<file path="config.mk">
export PLATFORM = sky130hd
export DESIGN_NAME = quadrature_knob_decoder
export DESIGN_NICKNAME = d
export VERILOG_FILES = /design/src/rtl/qkd_pkg.sv /design/src/rtl/qkd_track.sv /design/src/rtl/qkd_button.sv /design/src/rtl/quadrature_knob_decoder.sv
export SDC_FILE = /design/constraint.sdc
export NUM_CORES = 1
export LEC_CHECK = 0
export BUFFER_PORTS_ARGS = -buffer_cell sky130_fd_sc_hd__buf_2
export CORE_MARGIN = 4
export CORE_UTILIZATION = 50
export DETAILED_ROUTE_END_ITERATION = 8
export PLACE_DENSITY = 0.66
export SYNTH_ARGS = -nofsm -noshare
export SYNTH_HDL_FRONTEND = slang
export SYNTH_SLANG_ARGS = --single-unit
</file>
<file path="constraint.sdc">
create_clock -name clock -period 8.02 [get_ports clock]
set_clock_uncertainty 0.1 [all_clocks]
set_input_delay 1.203 -clock clock [delete_from_list [all_inputs] [get_ports clock]]
set_output_delay 1.203 -clock clock [all_outputs]
set_load 0.005 [all_outputs]
</file>
<file path="src/rtl/qkd_pkg.sv">
// Shared types and constants for the quadrature knob decoder.
`timescale 1ns / 1ps

package qkd_pkg;

   localparam int CSR_ADDR_W  = 1;
   localparam int CSR_DATA_W  = 16;
   localparam int REQ_TDATA_W = 40;
   localparam int RSP_TDATA_W = 16;
   localparam int POS_W       = 8;
   localparam int TIME_W      = 32;
   localparam int DEBOUNCE_W  = 16;

   localparam logic [CSR_ADDR_W-1:0] CSR_BUTTON_ENABLE = 1'b0;
   localparam logic [CSR_ADDR_W-1:0] CSR_DEBOUNCE_MS   = 1'b1;

   localparam logic [DEBOUNCE_W-1:0] DEBOUNCE_RESET = 16'd200;

   typedef enum logic [1:0] {
      OP_SAMPLE   = 2'd0,
      OP_READ_POS = 2'd1,
      OP_READ_DIR = 2'd2
   } opcode_type;

   typedef enum logic [1:0] {
      DIR_NONE = 2'd0,
      DIR_CW   = 2'd1,
      DIR_CCW  = 2'd2
   } dir_type;

   // Input beat, lowest field in the lowest bits.
   typedef struct packed {
      logic [TIME_W-1:0] now_ms;
      logic              pin_button;
      logic              pin_b;
      logic              pin_a;
      logic [1:0]        opcode;
   } req_item_type;

   // Result beat, lowest field in the lowest bits.
   typedef struct packed {
      logic signed [POS_W-1:0] read_value;
      logic                    select_event;
      logic                    prev_event;
      logic                    next_event;
   } rsp_item_type;

   // Detent completed by the tracker on the current sample.
   typedef struct packed {
      logic cw;
      logic ccw;
   } detent_type;

endpackage

</file>
<file path="src/rtl/qkd_track.sv">
// Seven-state quadrature edge-order tracker with A/B history.
`timescale 1ns / 1ps

module qkd_track
   import qkd_pkg::*;
(
   input  logic       clock,
   input  logic       reset,
   input  logic       step,
   input  logic       pin_a,
   input  logic       pin_b,
   output detent_type detent
);

   typedef enum logic [2:0] {
      SEQ_IDLE = 3'd0,
      SEQ_CW1  = 3'd1,
      SEQ_CW2  = 3'd2,
      SEQ_CW3  = 3'd3,
      SEQ_CCW3 = 3'd5,
      SEQ_CCW2 = 3'd6,
      SEQ_CCW1 = 3'd7
   } seq_type;

   seq_type seq_ff;
   seq_type seq_in;
   logic    last_a_ff;
   logic    last_b_ff;
   logic    change;
   logic    pa;
   logic    pb;

   assign pa     = last_a_ff;
   assign pb     = last_b_ff;
   assign change = (pin_a != pa) || (pin_b != pb);

   always_comb begin
      seq_in    = SEQ_IDLE;
      detent.cw  = 1'b0;
      detent.ccw = 1'b0;
      unique case (seq_ff)
         SEQ_IDLE: begin
            if (!pin_a && pa && pin_b && pb)
               seq_in = SEQ_CW1;
            else if (pin_a && pa && !pin_b && pb)
               seq_in = SEQ_CCW1;
         end
         SEQ_CW1: begin
            if (!pin_a && !pa && !pin_b && pb)
               seq_in = SEQ_CW2;
         end
         SEQ_CW2: begin
            if (pin_a && !pa && !pin_b && !pb)
               seq_in = SEQ_CW3;
         end
         SEQ_CW3: begin
            detent.cw = step && pin_a && pa && pin_b && !pb;
         end
         SEQ_CCW1: begin
            if (!pin_a && pa && !pin_b && !pb)
               seq_in = SEQ_CCW2;
         end
         SEQ_CCW2: begin
            if (!pin_a && !pa && pin_b && !pb)
               seq_in = SEQ_CCW3;
         end
         SEQ_CCW3: begin
            detent.ccw = step && pin_a && !pa && pin_b && pb;
         end
         default: begin
            seq_in = SEQ_IDLE;
         end
      endcase
   end

   always_ff @(posedge clock) begin
      if (reset) begin
         seq_ff    <= SEQ_IDLE;
         last_a_ff <= 1'b1;
         last_b_ff <= 1'b1;
      end else if (step && change) begin
         seq_ff    <= seq_in;
         last_a_ff <= pin_a;
         last_b_ff <= pin_b;
      end
   end

`ifndef ASSERT_OFF
   a_detent_to_idle: assert property (@(posedge clock) disable iff (reset)
      (detent.cw || detent.ccw) |=> (seq_ff == SEQ_IDLE))
      else $error("tracker not idle after detent");

   a_detent_one_way: assert property (@(posedge clock) disable iff (reset)
      !(detent.cw && detent.ccw))
      else $error("detent in both directions");

   a_hold_no_step: assert property (@(posedge clock) disable iff (reset)
      !step |=> $stable(seq_ff) && $stable(last_a_ff) && $stable(last_b_ff))
      else $error("tracker moved without a sample");
`endif

endmodule

</file>
<file path="src/rtl/qkd_button.sv">
// Button falling-edge detector with millisecond debounce window.
`timescale 1ns / 1ps

module qkd_button
   import qkd_pkg::*;
(
   input  logic                  clock,
   input  logic                  reset,
   input  logic                  step,
   input  logic                  enable,
   input  logic [DEBOUNCE_W-1:0] debounce_ms,
   input  logic                  pin_button,
   input  logic [TIME_W-1:0]     now_ms,
   output logic                  fire
);

   logic              last_button_ff;
   logic [TIME_W-1:0] rem_ff;
   logic [TIME_W-1:0] rem_in;
   logic [TIME_W-1:0] press_time_ff;
   logic [TIME_W-1:0] dt;
   logic [TIME_W:0]   diff;
   logic [TIME_W-1:0] rem_left;
   logic              falling;

   assign dt   = now_ms - press_time_ff;
   assign diff = {1'b0, rem_ff} - {1'b0, dt};

   // saturating count-down of the window by the elapsed time
   always_comb begin
      if (rem_ff == '0 || diff[TIME_W])
         rem_left = '0;
      else
         rem_left = diff[TIME_W-1:0];
   end

   assign falling = !pin_button && last_button_ff;
   assign fire    = step && enable && falling && (rem_left == '0);
   assign rem_in  = fire ? {{(TIME_W-DEBOUNCE_W){1'b0}}, debounce_ms} : rem_left;

   always_ff @(posedge clock) begin
      if (reset) begin
         last_button_ff <= 1'b1;
         rem_ff         <= '0;
         press_time_ff  <= '0;
      end else if (step) begin
         if (!enable) begin
            last_button_ff <= 1'b1;
         end else begin
            last_button_ff <= pin_button;
            if (falling) begin
               rem_ff        <= rem_in;
               press_time_ff <= now_ms;
            end
         end
      end
   end

`ifndef ASSERT_OFF
   a_fire_reload: assert property (@(posedge clock) disable iff (reset)
      fire |=> (rem_ff == {{(TIME_W-DEBOUNCE_W){1'b0}}, $past(debounce_ms)}))
      else $error("window not reloaded after press");

   a_disabled_quiet: assert property (@(posedge clock) disable iff (reset)
      (step && !enable) |=> last_button_ff && $stable(rem_ff))
      else $error("disabled button changed state");

   a_fire_on_edge: assert property (@(posedge clock) disable iff (reset)
      fire |=> !last_button_ff)
      else $error("press without falling edge");
`endif

endmodule

</file>
<file path="src/rtl/quadrature_knob_decoder.sv">
// Top level: input register, knob decode and result register.
//
//  channel | dir | beat fields (low bit first)
//  req_    | in  | opcode, pin_a, pin_b, pin_button, now_ms
//  rsp_    | out | next_event, prev_event, select_event, read_value
//  csr_    | in  | 0 button_enable, 1 debounce_ms
//
// One beat per cycle sustained while rsp_tready is high; a request beat is held in the
// input register and its result in the result register. The state update and result
// capture happen in the same cycle, between the input and output registers. rsp_tready
// low holds the result and backs up into the input register, then req_tready drops.
// Reset is synchronous and clears all tracker, count and debounce state; no clearing pass.
`timescale 1ns / 1ps

module quadrature_knob_decoder
   import qkd_pkg::*;
(
   input  logic                   clock,
   input  logic                   reset,
   input  logic                   req_tvalid,
   output logic                   req_tready,
   input  logic [REQ_TDATA_W-1:0] req_tdata,  // opcode, pin_a, pin_b, pin_button, now_ms
   output logic                   rsp_tvalid,
   input  logic                   rsp_tready,
   output logic [RSP_TDATA_W-1:0] rsp_tdata,  // next_event, prev_event, select_event, read_value
   input  logic                   csr_we,
   input  logic [CSR_ADDR_W-1:0]  csr_addr,
   input  logic [CSR_DATA_W-1:0]  csr_wdata
);

   logic                  button_enable_ff;
   logic [DEBOUNCE_W-1:0] debounce_ms_ff;

   logic          in_valid_ff;
   req_item_type  in_item_ff;
   logic          out_valid_ff;
   rsp_item_type  out_item_ff;
   rsp_item_type  out_item_in;

   logic [POS_W-1:0] pos_ff;
   logic [POS_W-1:0] pos_in;
   dir_type          dir_ff;
   dir_type          dir_in;

   logic       advance;
   logic       sample;
   detent_type detent;
   logic       fire;

   assign advance    = in_valid_ff && (!out_valid_ff || rsp_tready);
   assign req_tready = !in_valid_ff || advance;
   assign sample     = advance && (in_item_ff.opcode == OP_SAMPLE);

   qkd_track u_track (
      .clock  (clock),
      .reset  (reset),
      .step   (sample),
      .pin_a  (in_item_ff.pin_a),
      .pin_b  (in_item_ff.pin_b),
      .detent (detent)
   );

   qkd_button u_button (
      .clock       (clock),
      .reset       (reset),
      .step        (sample),
      .enable      (button_enable_ff),
      .debounce_ms (debounce_ms_ff),
      .pin_button  (in_item_ff.pin_button),
      .now_ms      (in_item_ff.now_ms),
      .fire        (fire)
   );

   always_comb begin
      out_item_in = '0;
      pos_in      = pos_ff;
      dir_in      = dir_ff;
      unique case (opcode_type'(in_item_ff.opcode))
         OP_SAMPLE: begin
            out_item_in.next_event   = detent.cw;
            out_item_in.prev_event   = detent.ccw;
            out_item_in.select_event = fire;
            if (detent.cw) begin
               pos_in = pos_ff + 1'b1;
               dir_in = DIR_CW;
            end else if (detent.ccw) begin
               pos_in = pos_ff - 1'b1;
               dir_in = DIR_CCW;
            end
         end
         OP_READ_POS: begin
            out_item_in.read_value = pos_ff;
            pos_in                 = '0;
         end
         OP_READ_DIR: begin
            unique case (dir_ff)
               DIR_CW:  out_item_in.read_value = 8'sd1;
               DIR_CCW: out_item_in.read_value = -8'sd1;
               default: out_item_in.read_value = '0;
            endcase
            dir_in = DIR_NONE;
         end
         default: begin
            out_item_in = '0;
         end
      endcase
   end

   always_ff @(posedge clock) begin
      if (reset) begin
         button_enable_ff <= 1'b0;
         debounce_ms_ff   <= DEBOUNCE_RESET;
         in_valid_ff      <= 1'b0;
         out_valid_ff     <= 1'b0;
         pos_ff           <= '0;
         dir_ff           <= DIR_NONE;
      end else begin
         if (csr_we) begin
            unique case (csr_addr)
               CSR_BUTTON_ENABLE: button_enable_ff <= csr_wdata[0];
               CSR_DEBOUNCE_MS:   debounce_ms_ff   <= csr_wdata[DEBOUNCE_W-1:0];
               default:           ;
            endcase
         end
         if (req_tready)
            in_valid_ff <= req_tvalid;
         if (advance) begin
            out_valid_ff <= 1'b1;
            pos_ff       <= pos_in;
            dir_ff       <= dir_in;
         end else if (rsp_tready) begin
            out_valid_ff <= 1'b0;
         end
      end
   end

   always_ff @(posedge clock) begin
      if (req_tready && req_tvalid)
         in_item_ff <= req_item_type'(req_tdata[$bits(req_item_type)-1:0]);
      if (advance)
         out_item_ff <= out_item_in;
   end

   assign rsp_tvalid = out_valid_ff;
   assign rsp_tdata  = {{(RSP_TDATA_W-$bits(rsp_item_type)){1'b0}}, out_item_ff};

`ifndef ASSERT_OFF
   a_one_direction: assert property (@(posedge clock) disable iff (reset)
      out_valid_ff |-> !(out_item_ff.next_event && out_item_ff.prev_event))
      else $error("both step events in one beat");

   a_read_no_events: assert property (@(posedge clock) disable iff (reset)
      (advance && in_item_ff.opcode != OP_SAMPLE) |=>
      (!out_item_ff.next_event && !out_item_ff.prev_event && !out_item_ff.select_event))
      else $error("event on a read beat");

   a_pos_stable: assert property (@(posedge clock) disable iff (reset)
      (sample && !detent.cw && !detent.ccw) |=> $stable(pos_ff))
      else $error("position moved without a detent");

   a_pos_cleared: assert property (@(posedge clock) disable iff (reset)
      (advance && in_item_ff.opcode == OP_READ_POS) |=> (pos_ff == '0))
      else $error("position not cleared by read");
`endif

endmodule

</file>
==> flow_metrics.env, run 1 <==
export IMPL_min_period_ns=6.730
export IMPL_final_setup_worst_slack_ns=1.290
export IMPL_cts_hold_buf=0
export IMPL_core_region_area_um2=18830
export IMPL_grt_pass1_vias=8113
export IMPL_finalHoldViolations=0
export IMPL_hpwl_mm=18.60
export IMPL_vias_per_cell=5.763
export IMPL_cts_root_buf="clkbuf_16"
export IMPL_r2r_cells=25
export IMPL_crit_family="compound AO/OA/AOI/OAI gates"
export IMPL_synth_most_common_cell="nand2_1"
export IMPL_fin_crit_sh_pct=83.92
export IMPL_tightestPinTransition_ns=1.081
export IMPL_drtPass1Iterations=5
export IMPL_p_leak_nw=4.216
export IMPL_synth_compound_area_share_pct=22.74
export IMPL_r2r_start="in_item_ff[5]"
export IMPL_cpPeakStageDelay_ns=0.70
export IMPL_hold_ws_ns=0.3535
export IMPL_synth_top_family_by_area="compound AO/OA/AOI/OAI gates"
export IMPL_detail_route_antenna_nets=0
export IMPL_synth_adder_area_share_pct=10.61
export IMPL_die_area_um2=21590
export IMPL_ys_seq_elements=147
export IMPL_drive_above_1_share_pct=9.984
export IMPL_cp_end_kind="flop"
export IMPL_dp_cells=1480
export IMPL_rows=50
export IMPL_min_delay_start="u_button.press_time_ff[22]"
export IMPL_overflow=0
export IMPL_switching_power_mw=0.5361
export IMPL_n_fill_cell=1718
export IMPL_pre_cts_slack_ns=1.363
export IMPL_synth_edf_count=48
export IMPL_io_buffers=71
export IMPL_grt_pass1_wl_mm=41.26
export IMPL_synth_mux_area_share_pct=0.6224
export IMPL_start_util_pct=51.24
export IMPL_hold_class="reg -> reg"
export IMPL_syn_inst=1188
export IMPL_clk_latency_ns=0.44
export IMPL_stdcell_area_um2=10810
export IMPL_irDropWorstVdd_v=0.0001508
export IMPL_ys_seq_area_share_pct=35.48
export IMPL_cts_resized=0
export IMPL_netlist_top_cells_area="dfxtp_1 21%, edfxtp_1 15%, ha_1 10%"
export IMPL_intPower_mw=1.402
export IMPL_fin_cells=1512
export IMPL_wl_per_cell_um=16.73
export IMPL_cpMaxStageDelayCell="o21a_1"
export IMPL_drc=0
export IMPL_cts_inserted_buffers=17
export IMPL_seq_power_share_pct=41.6
export IMPL_ys_warnings_count=0
export IMPL_power_mw=1.938
export IMPL_yosys_cell_types_count=70
export IMPL_hold_path_cell_count=2
export IMPL_p_per_area_nw_per_um2=179.3
export IMPL_async_reset_ff_share_pct=0
export IMPL_grt_max_degree=70
export IMPL_vias=8714
export IMPL_cts_sink_count=147
export IMPL_min_delay_worst_endpoint="u_button.press_time_ff[22]"
export IMPL_r2r_end="u_button.rem_ff[8]"
export IMPL_tns_ns=0
export IMPL_setup_viol_count_final=0
export IMPL_synth_top_area_share_pct=20.54
export IMPL_synth_area_per_cell_um2=8.122
export IMPL_post_dp_cell_area_um2=10190
export IMPL_clk_pin_slew_worst_paths_ns=0.06
export IMPL_antenna_cells=0
export IMPL_fin_nets=1381
export IMPL_crit_type="reg -> reg"
export IMPL_reg2reg_slack_ns=1.29
export IMPL_syn_to_final_growth_pct=11.98
export IMPL_synth_area_leader_cell="dfxtp_1"
export IMPL_synthFlopType="dfxtp_1"
export IMPL_cp_max_fo=17
export IMPL_postRouteWirelength_mm=25.29
export IMPL_critPathArrivalTime_ns=6.95
export IMPL_dieWidth_um=146.9
export IMPL_startpoint_type="flop"
export IMPL_switching_share_pct=27.67
export IMPL_rsz0062_at_grt="false"
export IMPL_ctsHtreeMaxLevel=4
export IMPL_cp_required_ns=8.24
export IMPL_maxCapViolations=0
export IMPL_grt_usage_pct=23.52
export IMPL_cts_setup_buffers=0
export IMPL_finalMaxSlewViolations=0
export IMPL_power_share_clock_pct=43.3
export IMPL_boundaryPins=80
export IMPL_cts_tree="built"
export IMPL_path_depth=25
export IMPL_synth_area_um2=9649
export IMPL_fp_dieH_um=146.9
export IMPL_yosys_area_share_xor_xnor_pct=5.265
export IMPL_cp_num_buf_inv=3
export IMPL_fmax_ghz=0.1486
export IMPL_pwr_share_comb_pct=15.1
export IMPL_relSlewSlack_pct=27.46
export IMPL_status="completed"
export IMPL_clockBufferDepth=2
export IMPL_antenna_found_initial=0
export IMPL_yosys_area_share_simple_pct=20.31
export IMPL_dr_first_iter_drc_count=671
export IMPL_gp_congestion=0.9787
export IMPL_final_util_pct=57.38
export IMPL_yosys_top_cells_count="183 x nand2_1, 156 x a21oi_1, 99 x dfxtp_1, 77 x ha_1, 73 x nor2_1"
[how the worst max path moves through the flow]
stage / from / endpoint / slack, ns
global placement: in_item_ff[5] / u_button.rem_ff[8] / 1.40
global route: in_item_ff[5] / u_button.rem_ff[2] / 0.80
finish: in_item_ff[5] / u_button.rem_ff[8] / 1.29
CTS: in_item_ff[5] / u_button.rem_ff[8] / 1.32
detailed placement: in_item_ff[5] / u_button.rem_ff[8] / 1.36
floorplan: in_item_ff[5] / u_button.rem_ff[0] / 2.25
[power by group through the flow]
stage | Clock [mW] | Combinational, mW | Sequential, mW
global placement | 0 | 0.286 | 0.822
finish | 0.838 | 0.294 | 0.806
global route | 0.889 | 0.326 | 0.808
CTS | 0.851 | 0.290 | 0.806
floorplan | 0 | 0.212 | 0.817
detailed placement | 0 | 0.288 | 0.822
[sequential cells by signal, indices dropped and copies added (netlist names), 2 cells and up]
name                    count
in_item_ff                 37
u_button.press_time_ff     32
u_button.rem_ff            32
debounce_ms_ff             16
rsp_tdata                  11
pos_ff                      8
u_track.seq_ff              3
dir_ff                      2
[per-layer routing]
layer  vias to the layer above  routed length (µm)  track usage (%)
met5                         -                   0                0
li1                       4347                   -                -
met2                       242               11430            36.94
met4                         0                 433            6.198
met1                      4092               11980            33.29
met3                        33                1453            4.658
[area by class of cell]
class	instances	area [µm²]	area share [%]
clock buffer	18	439.2	4.064
clock inverter	14	172.7	1.598
inverter	72	270.3	2.501
multi-input combinational	923	5767	53.37
sequential	147	3423	31.68
tap	260	325.3	3.011
timing repair buffer	78	407.9	3.775
[logic make-up (layout without fill, tap and decap cells)]
logic type | Yosys count | count (layout)
buffers and inverters | 122 | 182
DFF | 147 | 147
xor gates and xnor gates | 58 | 58
AOI/OAI and AO/OA | 357 | 357
muxes | 6 | 6
adders and majority gates | 80 | 80
other | 1 | 5
and+or+nand+nor | 417 | 417
[worst min-delay path: stages, from the launching register on]
cell and delay [ns]:
dfxtp_1 0.31, nand2_1 0.05, a21oi_1 0.05
[cell usage in the layout (no fill, tap or decap), drive strengths merged, types with 6 or more instances in the layout]
cell type / Yosys / layout
inv: 72 / 77
or3: 9 / 9
clkbuf: 41 / 18
a21boi: 13 / 13
a21o: 20 / 20
a211oi: 11 / 11
xnor2: 33 / 33
edfxtp: 48 / 48
and2: 8 / 8
dfxtp: 99 / 99
o21bai: 8 / 8
nor2b: 9 / 9
buf: 9 / 78
o21a: 11 / 11
nand2b: 11 / 11
nand2: 183 / 183
nor3: 29 / 29
o21ai: 68 / 68
nand3: 50 / 50
xor2: 25 / 25
and3: 7 / 7
mux2i: 6 / 6
a31oi: 6 / 6
nor4: 14 / 14
a22oi: 6 / 6
nor2: 73 / 73
a21oi: 156 / 156
nand4: 10 / 10
o211ai: 14 / 14
ha: 77 / 77
(Power assumes the default switching activity.)
==> inputs of run 2 (changes only) <==
--- a/config.mk
+++ b/config.mk
@@ -9,7 +9,7 @@
 export CORE_MARGIN = 4
 export CORE_UTILIZATION = 50
 export DETAILED_ROUTE_END_ITERATION = 8
-export PLACE_DENSITY = 0.66
+export PLACE_DENSITY = 0.68
 export SYNTH_ARGS = -nofsm -noshare
 export SYNTH_HDL_FRONTEND = slang
 export SYNTH_SLANG_ARGS = --single-unit
==> constraint.sdc (replaced) <==
create_clock -name clock -period 5.4 [get_ports clock]
set_clock_uncertainty 0.1 [all_clocks]
set_input_delay 0.81 -clock clock [delete_from_list [all_inputs] [get_ports clock]]
set_output_delay 0.81 -clock clock [all_outputs]
set_load 0.005 [all_outputs]
==> flow_metrics.env, run 2 (synthesized netlist as in run 1, its figures left out) <==
export IMPL_status="finished with violations"
export IMPL_violations="setup timing"
export IMPL_min_period_ns=5.588
export IMPL_final_setup_worst_slack_ns=-0.1884
export IMPL_critPathArrivalTime_ns=5.86
export IMPL_cts_root_buf="clkbuf_16"
export IMPL_setup_viol_count_final=17
export IMPL_cts_sink_count=147
export IMPL_drc=0
export IMPL_rsz0062_at_grt="true"
export IMPL_fmax_ghz=0.1789
export IMPL_cts_inserted_buffers=17
export IMPL_finalHoldViolations=0
export IMPL_dr_first_iter_drc_count=665
export IMPL_seq_area_um2=3423
export IMPL_mostFrequentLayoutCell="nand2_1"
export IMPL_maxCapViolations=0
export IMPL_switching_power_mw=0.8315
export IMPL_crit_type="reg -> reg"
export IMPL_fp_dieH_um=146.9
export IMPL_start_util_pct=51.24
export IMPL_grt_max_degree=69
export IMPL_clk_latency_ns=0.43
export IMPL_dieWidth_um=146.9
export IMPL_cts_tree="built"
export IMPL_wl_per_cell_um=16.14
export IMPL_rows=50
export IMPL_vias_per_cell=5.560
export IMPL_hpwl_mm=20.23
export IMPL_wl_met1_mm=12.62
export IMPL_pwr_share_comb_pct=19.7
export IMPL_seq_power_share_pct=41.1
export IMPL_p_leak_nw=4.988
export IMPL_vias=9268
export IMPL_postRouteWirelength_mm=26.91
export IMPL_finalMaxSlewViolations=0
export IMPL_power_share_clock_pct=39.1
export IMPL_gp_congestion=0.9586
export IMPL_intPower_mw=2.077
export IMPL_p_per_area_nw_per_um2=237.1
export IMPL_cp_end_kind="flop"
export IMPL_grt_pass1_wl_mm=43.51
export IMPL_switching_share_pct=28.58
export IMPL_drive_above_1_share_pct=24.09
export IMPL_clk_pin_slew_worst_paths_ns=0.07
export IMPL_fin_crit_sh_pct=103.5
export IMPL_antenna_found_initial=2
export IMPL_mostFrequentLayoutCells="181 x nand2_1, 153 x buf_4, 138 x a21oi_1"
export IMPL_clockBufferDepth=2
export IMPL_wl_met2_mm=12.47
export IMPL_power_mw=2.909
export IMPL_core_region_area_um2=18830
export IMPL_boundaryPins=80
export IMPL_cp_max_fo=3
export IMPL_cts_hold_buf=0
export IMPL_die_area_um2=21590
export IMPL_highest_layer="met5"
export IMPL_fin_cells=1667
export IMPL_final_util_pct=65.15
export IMPL_overflow=0
export IMPL_fin_nets=1536
export IMPL_n_fill_cell=1583
export IMPL_dp_cells=1617
export IMPL_drtPass1Iterations=5
export IMPL_largest_register="in_item_ff"
export IMPL_largestRegisters="in_item_ff: 37 flops, u_button.press_time_ff: 32 flops, u_button.rem_ff: 32 flops"
export IMPL_stdcell_area_um2=12270
export IMPL_tightestPinTransition_ns=0.9943
export IMPL_relSlewSlack_pct=33.27
export IMPL_cp_required_ns=5.67
export IMPL_io_buffers=71
export IMPL_startpoint_type="flop"
export IMPL_detail_route_antenna_nets=0
export IMPL_syn_to_final_growth_pct=27.14
export IMPL_hold_class="reg -> reg"
export IMPL_ctsHtreeMaxLevel=4
export IMPL_wl_met3_mm=1.465
export IMPL_largest_reg_flops=37
export IMPL_antenna_cells=0
export IMPL_grt_pass1_vias=8813
export IMPL_irDropWorstVdd_v=0.0002161
export IMPL_post_dp_cell_area_um2=11260
export IMPL_grt_usage_pct=24.58
export IMPL_multi_input_area_um2=6077
==> run 2: per-layer routing <==
metal,vias to the layer above,global-route usage (%)
li1,4645,-
met1,4361,34.07
met2,226,40.29
met3,32,4.565
met4,4,5.312
met5,-,0
==> run 2: layout make-up <==
type	count	area share, %
Clock inverter	12	0.9893
Clock buffer	20	3.559
Multi-Input combinational cell	923	49.54
Sequential cell	147	27.90
Timing Repair Buffer	233	13.16
Tap cell	260	2.652
Inverter	72	2.203
==> run 2: worst paths after layout <==
path                         startpoint                         end  slack, ns  cells past startpoint
min reg2reg  u_button.press_time_ff[17]  u_button.press_time_ff[17]       0.35                      2
min          u_button.press_time_ff[17]  u_button.press_time_ff[17]       0.35                      2
max reg2reg              in_item_ff[15]          u_button.rem_ff[8]      -0.19                     24
max                      in_item_ff[15]          u_button.rem_ff[8]      -0.19                     24
==> run 2: worst max-delay path: stages (launching register included) <==
cell and delay [ns]:
edfxtp_1 0.39, ha_1 0.36, a21oi_2 0.16, o21ai_0 0.11, a221o_1 0.37, nor3_1 0.15
o211ai_1 0.16, a32o_2 0.33, buf_4 0.14, a2111oi_2 0.35, buf_4 0.18, or2_2 0.11
xnor2_1 0.15, ha_1 0.29, and2_4 0.17, a221oi_2 0.26, nand2_1 0.13, a41o_1 0.21
o211ai_1 0.10, o21a_1 0.16, o2111ai_1 0.10, or4_4 0.55, o41ai_2 0.21, buf_4 0.18
o21a_1 0.11
==> run 2: power by group through the flow <==
| stage | combinational [mW] | clock, mW | sequential (mW) |
|---|---|---|---|
| after global placement | 0.521 | 0 | 1.22 |
| after global routing | 0.629 | 1.21 | 1.20 |
| after detailed placement | 0.527 | 0 | 1.22 |
| after CTS | 0.539 | 1.16 | 1.20 |
| final | 0.574 | 1.14 | 1.20 |
| after floorplan | 0.316 | 0 | 1.21 |
==> run 2: stage by stage <==
stage | worst slack (ns) | TNS [ns] | hold WS, ns
after global placement | -0.2896 | -3.291 | 0.3413
after floorplan | 0.04418 | 0 | 0.3356
after CTS | -0.1458 | -1.505 | 0.3547
after detailed placement | -0.2759 | -3.290 | 0.3465
after global routing | -0.4488 | -7.920 | 0.3794
final | -0.1884 | -2.466 | 0.3520
==> run 2: timing repair <==
action | CTS | global route
gates cloned | 0 | 1
setup buffers | 6 | 12
hold endpoints to repair | 0 | 0
endpoints found under the setup margin | 20 | 33
pin swaps | 39 | 36
gates resized for setup | 28 | 54
